===== src/rtl/core/bb3_pkg.sv =====
// Shared types and constants for the 3x3 edge-normalised box blur.
// No dependencies; imported by all but bb3_ram and bb3_checker.
package bb3_pkg;

    localparam int unsigned DEF_MAX_WIDTH  = 1024;
    localparam int unsigned DEF_MAX_HEIGHT = 1024;
    localparam int unsigned QUEUE_DEPTH    = 2;
    localparam int unsigned PIX_W          = 24;
    localparam int unsigned POS_W          = 10;
    localparam int unsigned CFG_DIM_W      = 11;

    // register indexes on the configuration port
    localparam logic REG_FRAME_WIDTH  = 1'b0;
    localparam logic REG_FRAME_HEIGHT = 1'b1;

    localparam logic [10:0] RST_FRAME_WIDTH  = 11'd640;
    localparam logic [10:0] RST_FRAME_HEIGHT = 11'd480;

    typedef logic [PIX_W-1:0] pix_t;   // {red, green, blue}

    // one classified pixel handed from front to back
    typedef struct packed {
        pix_t [2:0][2:0]   win;      // [row][col], row 2 / col 2 newest
        logic [POS_W-1:0]  row;
        logic [POS_W-1:0]  col;
        logic              up_ok;    // row >= 1
        logic              row_ge2;
        logic              low;      // last row of frame
        logic              left_ok;  // col >= 1
        logic              col_ge2;
        logic              right;    // last column of frame
    } job_t;

    // reciprocal of 2n, rounded up, for 16 fraction bits
    function automatic logic [15:0] recip(input logic [3:0] n);
        logic [15:0] m;
        case (n)
            4'd1:    m = 16'd32768;
            4'd2:    m = 16'd16384;
            4'd3:    m = 16'd10923;
            4'd4:    m = 16'd8192;
            4'd6:    m = 16'd5462;
            4'd9:    m = 16'd3641;
            default: m = 16'd32768;
        endcase
        return m;
    endfunction

endpackage


===== src/rtl/core/bb3_queue.sv =====
// Short job queue between front and back ends.
// Uses bb3_pkg.
module bb3_queue #(
    parameter int unsigned DEPTH = bb3_pkg::QUEUE_DEPTH
) (
    input  logic          aclk,
    input  logic          aresetn,
    input  logic          push,
    input  bb3_pkg::job_t push_job,
    output logic          full,
    input  logic          pop,
    output logic          avail,
    output bb3_pkg::job_t head
);
    import bb3_pkg::*;

    localparam int unsigned AW = DEPTH > 1 ? $clog2(DEPTH) : 1;

    job_t            slot_reg [DEPTH];
    logic [AW-1:0]   wptr_reg, rptr_reg;
    logic [AW:0]     count_reg;

    assign full  = 32'(count_reg) == DEPTH;
    assign avail = count_reg != '0;
    assign head  = slot_reg[rptr_reg];

    always_ff @(posedge aclk) begin
        if (!aresetn) begin
            wptr_reg  <= '0;
            rptr_reg  <= '0;
            count_reg <= '0;
        end else begin
            if (push) begin
                wptr_reg <= (32'(wptr_reg) == DEPTH - 1) ? '0 : wptr_reg + 1'b1;
            end
            if (pop) begin
                rptr_reg <= (32'(rptr_reg) == DEPTH - 1) ? '0 : rptr_reg + 1'b1;
            end
            count_reg <= count_reg + (AW+1)'(push) - (AW+1)'(pop);
        end
    end

    always_ff @(posedge aclk) begin
        if (push) begin
            slot_reg[wptr_reg] <= push_job;
        end
    end
endmodule


===== config.mk =====
export PLATFORM = sky130hd
export DESIGN_NAME = bb3_queue
export DESIGN_NICKNAME = d
export VERILOG_FILES = /design/src/rtl/core/bb3_pkg.sv /design/src/rtl/core/bb3_queue.sv
export SDC_FILE = /design/constraint.sdc
export NUM_CORES = 1
export LEC_CHECK = 0
export BUFFER_PORTS_ARGS = -buffer_cell sky130_fd_sc_hd__buf_2
export CAP_MARGIN = 20
export CORE_MARGIN = 2
export CORE_UTILIZATION = 50
export DETAILED_ROUTE_END_ITERATION = 8
export PLACE_DENSITY = 0.81
export SLEW_MARGIN = 25
export SYNTH_ARGS = -nofsm -noshare
export SYNTH_HDL_FRONTEND = slang
export SYNTH_SLANG_ARGS = --single-unit

===== constraint.sdc =====
create_clock -name aclk -period 15.2 [get_ports aclk]
set_input_delay 1.52 -clock aclk [delete_from_list [all_inputs] [get_ports aclk]]
set_output_delay 1.52 -clock aclk [all_outputs]
set_load 0.02 [all_outputs]

==> metrics <==
status=complete, no violations; Die Span Y=196 µm; Final min period=between 5 and 6 ns; Pleak=roughly 9.0 nW; IO Port Bufs=slightly below 500; syn_nets=1,022; Rows=70; pwr/cell area=approximately 140 nW/µm²; max FFs per register=484; Final period util=0.365; grt ovf=0; crit path capture type=output pin; DRT Pass-1 Iters=4; largest net degree at the start of global routing=77; DRT Wirelength=about 37,000 µm; post-route ant nets=0; die width=between 150 and 200 µm; clk root buf=clkbuf_16; CORE AREA=approximately 36,000 µm²; Crit Path Category=flop to output pin; clock tree buffer depth=3; routed vias=between 9,000 and 10,000; skew final=0.0105 ns; Avg WL per Cell=between 20 and 25 µm; YS warnings=0; Slew HR=0.318; buffer count from post-CTS setup fixing=0; Reg clk slew, reported paths=~0.06 ns; first-pass GRT wire length=between 50,000 and 60,000 µm; Layout area overhead=24.0%; CTS resizes=0; Hold Crit Class=flop to flop; gate count of the mapped netlist=around 770; Max Cap Viol=0; number of global-route vias before repair=between 9,000 and 10,000; setup violators final=0; Starting Density=0.506; worst path required time=approximately 14 ns; Global Route Usage Sum=0.183; highest clock rate=180 MHz; layout net count=1,547; Final Hold Fails=0; Final Cell Area=~23,000 µm²; worst vdd ir=around 0.00012 V; Worst-Skew Late Latency=between 0.5 and 0.6 ns; TritonCTS clock tree=yes; worst setup margin=9.65 ns; CTS Hold Bufs=0; #FFs+latches synth=approximately 490; Seq/Total Area, Yosys=0.794; CP Data Arrival Time=approximately 4 ns; Clock Sinks=approximately 490; syn_area_per_cell=between 20 and 25 µm²; Initial DRC Count=408; synth unique cells=14; most common cell after layout, fill and taps aside=buf_2; Die ar.=38,400 µm²; RSZ-0062 raised after global routing=false; routed vias/inst=about 5; R2R setup slack=12.18 ns; initial antenna violation count=18; Worst-Margin Slew=~1.0 ns; setup TNS=0 ns; ratio of cells with drive above 1 in the final layout=0.604; Setup WS pre-CTS=about 10 ns; Max Slew Vio Count=0; placed inst area=about 21,000 µm²; # IOs=between 400 and 500; hpwl dp=approximately 25,000 µm; crit start category=flop; global placement routability congestion=roughly 0.85; Syn Std Cell Area=18,400 µm²; DRC viols=0; crit path max fanout=between 60 and 70; commonest cells after routing, fill and taps aside=buf_2, edfxtp_1, mux2_4, mux2_2, clkbuf_16; htree depth=2; Num CTS Buffers=49
==> final timing paths <==
path,startpoint,end,cells past startpoint
worst max register to register,wptr_reg,slot_reg[1][59],3
worst min register to register,rptr_reg,rptr_reg,2
worst max-delay path,flop,head[134],4
worst min-delay path,rptr_reg,rptr_reg,2
==> power by group <==
| part | internal, W | leakage, nW | switching (W) |
|---|---|---|---|
| logic | 0.000173 | 3.65 | 0.000212 |
| registers | 0.00156 | 4.58 | 0.0000266 |
| clock network | 0.000653 | 0.718 | 0.000462 |
| total | 0.00239 | 8.96 | 0.000701 |
==> final cells by class <==
cell class | instances | area [µm²]
antenna | 13 | 32.5
clock buffer | 64 | 1310
clock inverter | 21 | 165
fill | 2517 | 13600
inverter | 2 | 7.51
multi-input combinational | 256 | 3530
sequential | 489 | 14600
tap | 468 | 586
timing repair buffer | 501 | 2580
==> stage by stage <==
| stage | total power [W] | hold slack, ns | utilization | instances |
|---|---|---|---|---|
| after detailed placement | 0.00200 | 0.578 | 0.584 | 1714 |
| final | 0.00309 | 0.601 | 0.627 | 1814 |
| after CTS | 0.00312 | 0.601 | 0.625 | 1799 |
| after global routing | 0.00319 | 0.615 | 0.627 | 1814 |
| after global placement | 0.00199 | 0.564 | 0.584 | 1714 |
| after floorplan | 0.00189 | 0.555 | - | 774 |
==> Yosys cell counts (all sizes together) <==
| cell | n | share of area |
|---|---|---|
| buf | 27 | 0.014 |
| xor2 | 1 | 0.00048 |
| mux2 | 242 | 0.18 |
| inv | 2 | 0.00041 |
| and2 | 4 | 0.0014 |
| o21a | 1 | 0.00041 |
| xnor3 | 1 | 0.0012 |
| dfxtp | 5 | 0.0054 |
| edfxtp | 484 | 0.79 |
| nor2b | 4 | 0.0014 |
| ha | 2 | 0.0014 |
| or2 | 1 | 0.00034 |
==> cell families after synthesis <==
logic type	share of synthesized area
fa+ha+maj	0.00136
flops	0.794
xor+xnor	0.00170
simple gates	0.00305
compound gates	0.000408
mux	0.185
buf+inv	0.0149
==> critical path: stages (launching register included) <==
cell	delay (ns)
dfxtp_4	1.03
buf_4	0.90
buf_4	0.85
mux2_4	0.36
buf_2	0.16
==> routing by layer <==
metal / vias up / GRT usage / wire (µm)
li1: 4155 / - / -
met1: 4493 / 0.210 / 14000
met5: - / 0 / 54
met2: 402 / 0.315 / 18900
met3: 80 / 0.0593 / 2840
met4: 8 / 0.0839 / 1190
Power figures use the tool's default switching activity.
