File: src/rtl/core/bb3_pkg.sv
// Shared types and constants for the 3x3 edge-normalised box blur.
// No dependencies; imported by all but bb3_ram and bb3_checker.
package bb3_pkg;

    localparam int unsigned DEF_MAX_WIDTH  = 1024;
    localparam int unsigned DEF_MAX_HEIGHT = 1024;
    localparam int unsigned QUEUE_DEPTH    = 2;
    localparam int unsigned PIX_W          = 24;
    localparam int unsigned POS_W          = 10;
    localparam int unsigned CFG_DIM_W      = 11;

    // register indexes on the configuration port
    localparam logic REG_FRAME_WIDTH  = 1'b0;
    localparam logic REG_FRAME_HEIGHT = 1'b1;

    localparam logic [10:0] RST_FRAME_WIDTH  = 11'd640;
    localparam logic [10:0] RST_FRAME_HEIGHT = 11'd480;

    typedef logic [PIX_W-1:0] pix_t;   // {red, green, blue}

    // one classified pixel handed from front to back
    typedef struct packed {
        pix_t [2:0][2:0]   win;      // [row][col], row 2 / col 2 newest
        logic [POS_W-1:0]  row;
        logic [POS_W-1:0]  col;
        logic              up_ok;    // row >= 1
        logic              row_ge2;
        logic              low;      // last row of frame
        logic              left_ok;  // col >= 1
        logic              col_ge2;
        logic              right;    // last column of frame
    } job_t;

    // reciprocal of 2n, rounded up, for 16 fraction bits
    function automatic logic [15:0] recip(input logic [3:0] n);
        logic [15:0] m;
        case (n)
            4'd1:    m = 16'd32768;
            4'd2:    m = 16'd16384;
            4'd3:    m = 16'd10923;
            4'd4:    m = 16'd8192;
            4'd6:    m = 16'd5462;
            4'd9:    m = 16'd3641;
            default: m = 16'd32768;
        endcase
        return m;
    endfunction

endpackage

File: src/rtl/core/bb3_back.sv
// Back end: walks the up to four centres of a job, sums the in-frame
// neighbours, divides by the count with rounding. Uses bb3_pkg.
module bb3_back (
    input  logic          aclk,
    input  logic          aresetn,
    input  logic          avail,
    input  bb3_pkg::job_t job,
    output logic          pop,
    output logic          m_tvalid,
    input  logic          m_tready,
    output logic [47:0]   m_tdata,
    output logic          m_tlast
);
    import bb3_pkg::*;

    localparam logic [1:0] B_PICK = 2'd0;
    localparam logic [1:0] B_MUL  = 2'd1;
    localparam logic [1:0] B_FIX  = 2'd2;

    logic [1:0]        state_reg, state_next;
    logic [1:0]        idx_reg, idx_next;
    logic [2:0][11:0]  sum_reg;
    logic [2:0][12:0]  q0_reg;
    logic [3:0]        n_reg;
    logic [POS_W-1:0]  y_reg, x_reg;
    logic              last_reg;
    logic              ov_reg;
    logic [2:0][7:0]   oc_reg;
    logic [POS_W-1:0]  oy_reg, ox_reg;
    logic              ol_reg;

    logic              a_sel, b_sel, hit, later, out_free;
    logic [2:0]        rs, cs;
    logic [1:0]        nr, nc;
    logic [3:0]        n;
    logic [2:0][11:0]  sum;
    logic [2:0][7:0]   mean;

    function automatic logic combo_ok(input job_t j, input logic [1:0] k);
        return (k[1] ? j.low : j.up_ok) && (k[0] ? j.right : j.left_ok);
    endfunction

    assign a_sel    = idx_reg[1];
    assign b_sel    = idx_reg[0];
    assign hit      = combo_ok(job, idx_reg);
    assign out_free = !ov_reg || m_tready;

    // any valid combination after this one
    always_comb begin
        later = 1'b0;
        for (int k = 1; k < 4; k++) begin
            if (k > int'(idx_reg) && combo_ok(job, 2'(k))) begin
                later = 1'b1;
            end
        end
    end

    // row and column selects of the window for this centre
    always_comb begin
        rs = a_sel ? {1'b1, job.up_ok, 1'b0} : {1'b1, 1'b1, job.row_ge2};
        cs = b_sel ? {1'b1, job.left_ok, 1'b0} : {1'b1, 1'b1, job.col_ge2};
        nr = 2'(rs[0]) + 2'(rs[1]) + 2'(rs[2]);
        nc = 2'(cs[0]) + 2'(cs[1]) + 2'(cs[2]);
        n  = 4'(nr) * 4'(nc);
        for (int ch = 0; ch < 3; ch++) begin
            sum[ch] = '0;
            for (int i = 0; i < 3; i++) begin
                for (int j = 0; j < 3; j++) begin
                    if (rs[i] && cs[j]) begin
                        sum[ch] = sum[ch] + 12'(job.win[i][j][8*(2-ch) +: 8]);
                    end
                end
            end
        end
    end

    // correction step of the reciprocal division, then clamp
    always_comb begin
        logic [13:0] t;
        logic [17:0] back;
        logic [12:0] q;
        for (int ch = 0; ch < 3; ch++) begin
            t    = {1'b0, sum_reg[ch], 1'b0} + 14'(n_reg);
            back = 18'(q0_reg[ch]) * 18'({n_reg, 1'b0});
            q    = (back > 18'(t)) ? q0_reg[ch] - 1'b1 : q0_reg[ch];
            mean[ch] = (q > 13'd255) ? 8'd255 : q[7:0];
        end
    end

    // sequencer
    always_comb begin
        state_next = state_reg;
        idx_next   = idx_reg;
        pop        = 1'b0;
        case (state_reg)
            B_PICK: begin
                if (avail) begin
                    if (hit) begin
                        state_next = B_MUL;
                    end else if (idx_reg == 2'd3) begin
                        pop      = 1'b1;
                        idx_next = '0;
                    end else begin
                        idx_next = idx_reg + 1'b1;
                    end
                end
            end
            B_MUL: state_next = B_FIX;
            B_FIX: begin
                if (out_free) begin
                    state_next = B_PICK;
                    if (last_reg) begin
                        pop      = 1'b1;
                        idx_next = '0;
                    end else begin
                        idx_next = idx_reg + 1'b1;
                    end
                end
            end
            default: state_next = B_PICK;
        endcase
    end

    always_ff @(posedge aclk) begin
        if (!aresetn) begin
            state_reg <= B_PICK;
            idx_reg   <= '0;
            ov_reg    <= 1'b0;
        end else begin
            state_reg <= state_next;
            idx_reg   <= idx_next;
            if (state_reg == B_FIX && out_free) begin
                ov_reg <= 1'b1;
            end else if (m_tready) begin
                ov_reg <= 1'b0;
            end
        end
    end

    // datapath registers
    always_ff @(posedge aclk) begin
        if (state_reg == B_PICK) begin
            sum_reg  <= sum;
            n_reg    <= n;
            y_reg    <= a_sel ? job.row : job.row - 1'b1;
            x_reg    <= b_sel ? job.col : job.col - 1'b1;
            last_reg <= !later;
        end
        if (state_reg == B_MUL) begin
            for (int ch = 0; ch < 3; ch++) begin
                q0_reg[ch] <= 13'((30'({sum_reg[ch], 1'b0} + 13'(n_reg))
                                  * 30'(recip(n_reg))) >> 16);
            end
        end
        if (state_reg == B_FIX && out_free) begin
            oc_reg <= mean;
            oy_reg <= y_reg;
            ox_reg <= x_reg;
            ol_reg <= last_reg;
        end
    end

    assign m_tvalid = ov_reg;
    assign m_tdata  = {4'b0, ox_reg, oy_reg, oc_reg[2], oc_reg[1], oc_reg[0]};
    assign m_tlast  = ol_reg;
endmodule

File: config.mk
export PLATFORM = sky130hd
export DESIGN_NAME = bb3_back
export DESIGN_NICKNAME = d
export VERILOG_FILES = /design/src/rtl/core/bb3_pkg.sv /design/src/rtl/core/bb3_back.sv
export SDC_FILE = /design/constraint.sdc
export NUM_CORES = 2
export LEC_CHECK = 0
export BUFFER_PORTS_ARGS = -buffer_cell sky130_fd_sc_hd__buf_4
export CAP_MARGIN = 20
export CORE_MARGIN = 1.5
export CORE_UTILIZATION = 55
export CTS_BUF_LIST = sky130_fd_sc_hd__clkbuf_4
export DETAILED_ROUTE_END_ITERATION = 16
export PLACE_DENSITY = 0.83
export SYNTH_ARGS = -nofsm -noshare
export SYNTH_HDL_FRONTEND = slang
export SYNTH_SLANG_ARGS = --single-unit
File: constraint.sdc
create_clock -name aclk -period 8.6 [get_ports aclk]
set_input_delay 0.86 -clock aclk [delete_from_list [all_inputs] [get_ports aclk]]
set_output_delay 0.86 -clock aclk [all_outputs]
set_load 0.02 [all_outputs]
==> run_results.csv <==
group,metric,value,unit
finish,final_cell_area,0.04662,mm2
synthesis,synth_warnings,0,
drt,ant_nets,0,
sta,relSlewSlack,0.3600,
cts,htree_levels,4,
global_routing,grt_max_degree,72,
synthesis,synth_cell_types,93,
worst_hold_path,whs_endpoint,"state_reg[1]",
synthesis,synth_edf_count,145,
finish,finalNetCount,6461,
die,start_util,0.5588,
sta,period_share,0.9968,
setup_path,regToRegEndpoint,"sum_reg[10]",
setup_path,crit_start,"idx_reg[0]",
cts,ctsHoldBuffers,0,
drt,drt-initial-drc-count,1943,
flow_run,cap_violations,0,
sta,rsz0062_at_grt,"true",
worst_hold_path,hold_depth,2,
placed_design,place_area,0.04528,mm2
synthesis,ys_ff_latch,150,
setup_path,crit_family,"compound AO/OA/AOI/OAI gates",
sta,min_period,8572,ps
finish,syn2layout_area_growth,18.31,%
sta,fmax,116.7,MHz
worst_hold_path,hp-class,"primary input to register",
sta,tightest_slew,951.3,ps
sta,whs,278.6,ps
synthesis,ys.flop_type,"edfxtp_1",
setup_path,cp_slowest_stage_delay,430,ps
drt,viasPerCell,5.594,
synthesis,yosys.area.top_type,"fa_1",
synthesis,seq_area_frac_synth,0.1130,
synthesis,synth.most_common_cell,"inv_1",
cts,cts_buffers,17,
synthesis,synth.avg_cell_area,8.786,um2
setup_path,start_kind,"register",
die,placementRows,97,
status,status,"complete, no violations",
setup_path,crit_path_end_kind,"register",
setup_path,r2r_cells,46,
cts,cts_tree,"done",
die,dieArea,0.07326,mm2
finish,largest_reg_flops,39,
drt,wl_per_cell,17.66,um
cts,clockBufferDepth,2,
drt,drt-pass1-iter-count,6,
global_routing,grtUsageTotal,0.2916,
synthesis,synth_top_area_share,0.2759,
synthesis,synth_area_leaders,"fa_1 28%, ha_1 18%, edfxtp_1 11%",
global_routing,antenna_found_initial,11,
placed_design,place.gp.congestion,0.9751,
sta,finalSetupViolCount,0,
synthesis,synthTopCellsByCount,"763 x inv_1, 576 x ha_1, 543 x fa_1",
sta,fin_worst_skew,46.95,ps
setup_path,worst-path-max-fanout,6,
sta,finalMaxSlewViolations,0,
cts,clk_pin_slew,200,ps
sta,final_hold_viol_count,0,
placed_design,port-buffer-count,292,
global_routing,grt_pass1_wl,172100,um
synthesis,synthCells,4485,
cts,cts.sink_count,150,
synthesis,synth.cell_area,0.03941,mm2
worst_hold_path,hp-start,"aresetn",
drt,drc_errors,0,
setup_path,arrival,9110,ps
global_routing,grt_pass1_vias,35170,
setup_path,required,9140,ps
setup_path,r2r_setup_slack,30,ps
placed_design,hpwl,90590,um
die,io_pins,297,
cts,cts-root-buf,"clkbuf_4",
finish,drive_gt1_frac,0.1834,
synthesis,synthArstFlopShare,0,
setup_path,critPathKind,"register to register",
setup_path,slowest_stage,"a2111o_1",
die,design.core.area,0.07051,mm2
drt,via_count,33860,
die,die-height,270.7,um
die,die_w,270.7,um
global_routing,grt_overflow,0,
cts,worst_skew_pair.late_latency,800,ps
setup_path,worst-path-buf-inv,6,
drt,totalWireLength,106900,um
setup_path,r2r-start,"idx_reg[0]",
[repair_timing]
| action | 4_1_cts | 5_1_grt |
|---|---|---|
| pin swaps | 0 | 98 |
| endpoints found under the setup margin | 2 | 28 |
| buffers inserted | 0 | 35 |
| resized for setup | 10 | 185 |
[cell usage in the layout (no fill, tap or decap), types with 17 or more instances in the layout]
cell / n
buf_4: 674
a21oi_1: 192
nand3_1: 55
nand2b_1: 65
ha_1: 559
nor3_1: 56
and3_1: 27
fa_1: 539
nor2_1: 406
mux2i_1: 18
or3_1: 20
conb_1: 19
o21ai_2: 17
xnor2_1: 157
inv_1: 758
xor2_1: 87
a21oi_2: 44
o21ai_1: 41
a211oi_1: 23
o21a_1: 50
clkbuf_4: 17
and2_1: 92
a21o_1: 86
o21ai_0: 126
o31ai_1: 20
o21bai_1: 30
nor2b_1: 40
nand2_1: 367
edfxtp_1: 145
[cell families (layout without fill, tap and decap cells)]
group	Yosys count	count (layout)	synth area share
AO/OA/AOI/OAI	802	802	0.1309
buffers and inverters	875	1482	0.08411
AND/OR/NAND/NOR	1251	1251	0.1463
adder cells (fa/ha/maj)	1120	1120	0.4590
multiplexers	28	28	0.007430
XOR/XNOR	257	257	0.05896
other	2	22	0.0001906
flip-flops	150	150	0.1130
[how the worst max path moves through the flow]
stage                        to  cells past startpoint  slack [ps]
finish              sum_reg[10]                     46          30
global route        sum_reg[23]                     45        -400
CTS                 sum_reg[22]                     45           3
detailed placement  sum_reg[22]                     45        -720
global placement    sum_reg[22]                     41        -410
floorplan           sum_reg[35]                     46         -20
[metrics by stage]
stage                 util  cells  setup slack [ps]  TNS [ps]
finish              0.6612   6052             27.75         0
global route        0.6612   6052            -396.7     -3167
CTS                 0.6475   6014             3.472         0
detailed placement  0.6422   5982            -721.8     -6416
global placement    0.6422   5982            -405.3     -3127
floorplan                -   4502            -15.30    -15.30
[layer usage]
layer  up-vias  GRT usage  share of wire
met5         -          0         0.0011
met2      1235     0.5064           0.49
met1     16370     0.3534           0.39
met4        18    0.09424          0.033
met3       235    0.07234          0.086
li1      16000          -              -
[cell type report]
type	count	area (um2)
Antenna cell	3	7.507
Clock buffer	17	127.6
Clock inverter	15	201.4
Fill cell	5478	23890
Inverter	768	2883
Multi-Input combinational cell	3477	32570
Sequential cell	150	4456
Tap cell	940	1176
Timing Repair Buffer	682	5202
Power is left out: the tool's default activity adds up to more than one toggle a clock period on the data nets, which glitch-free logic cannot reach.
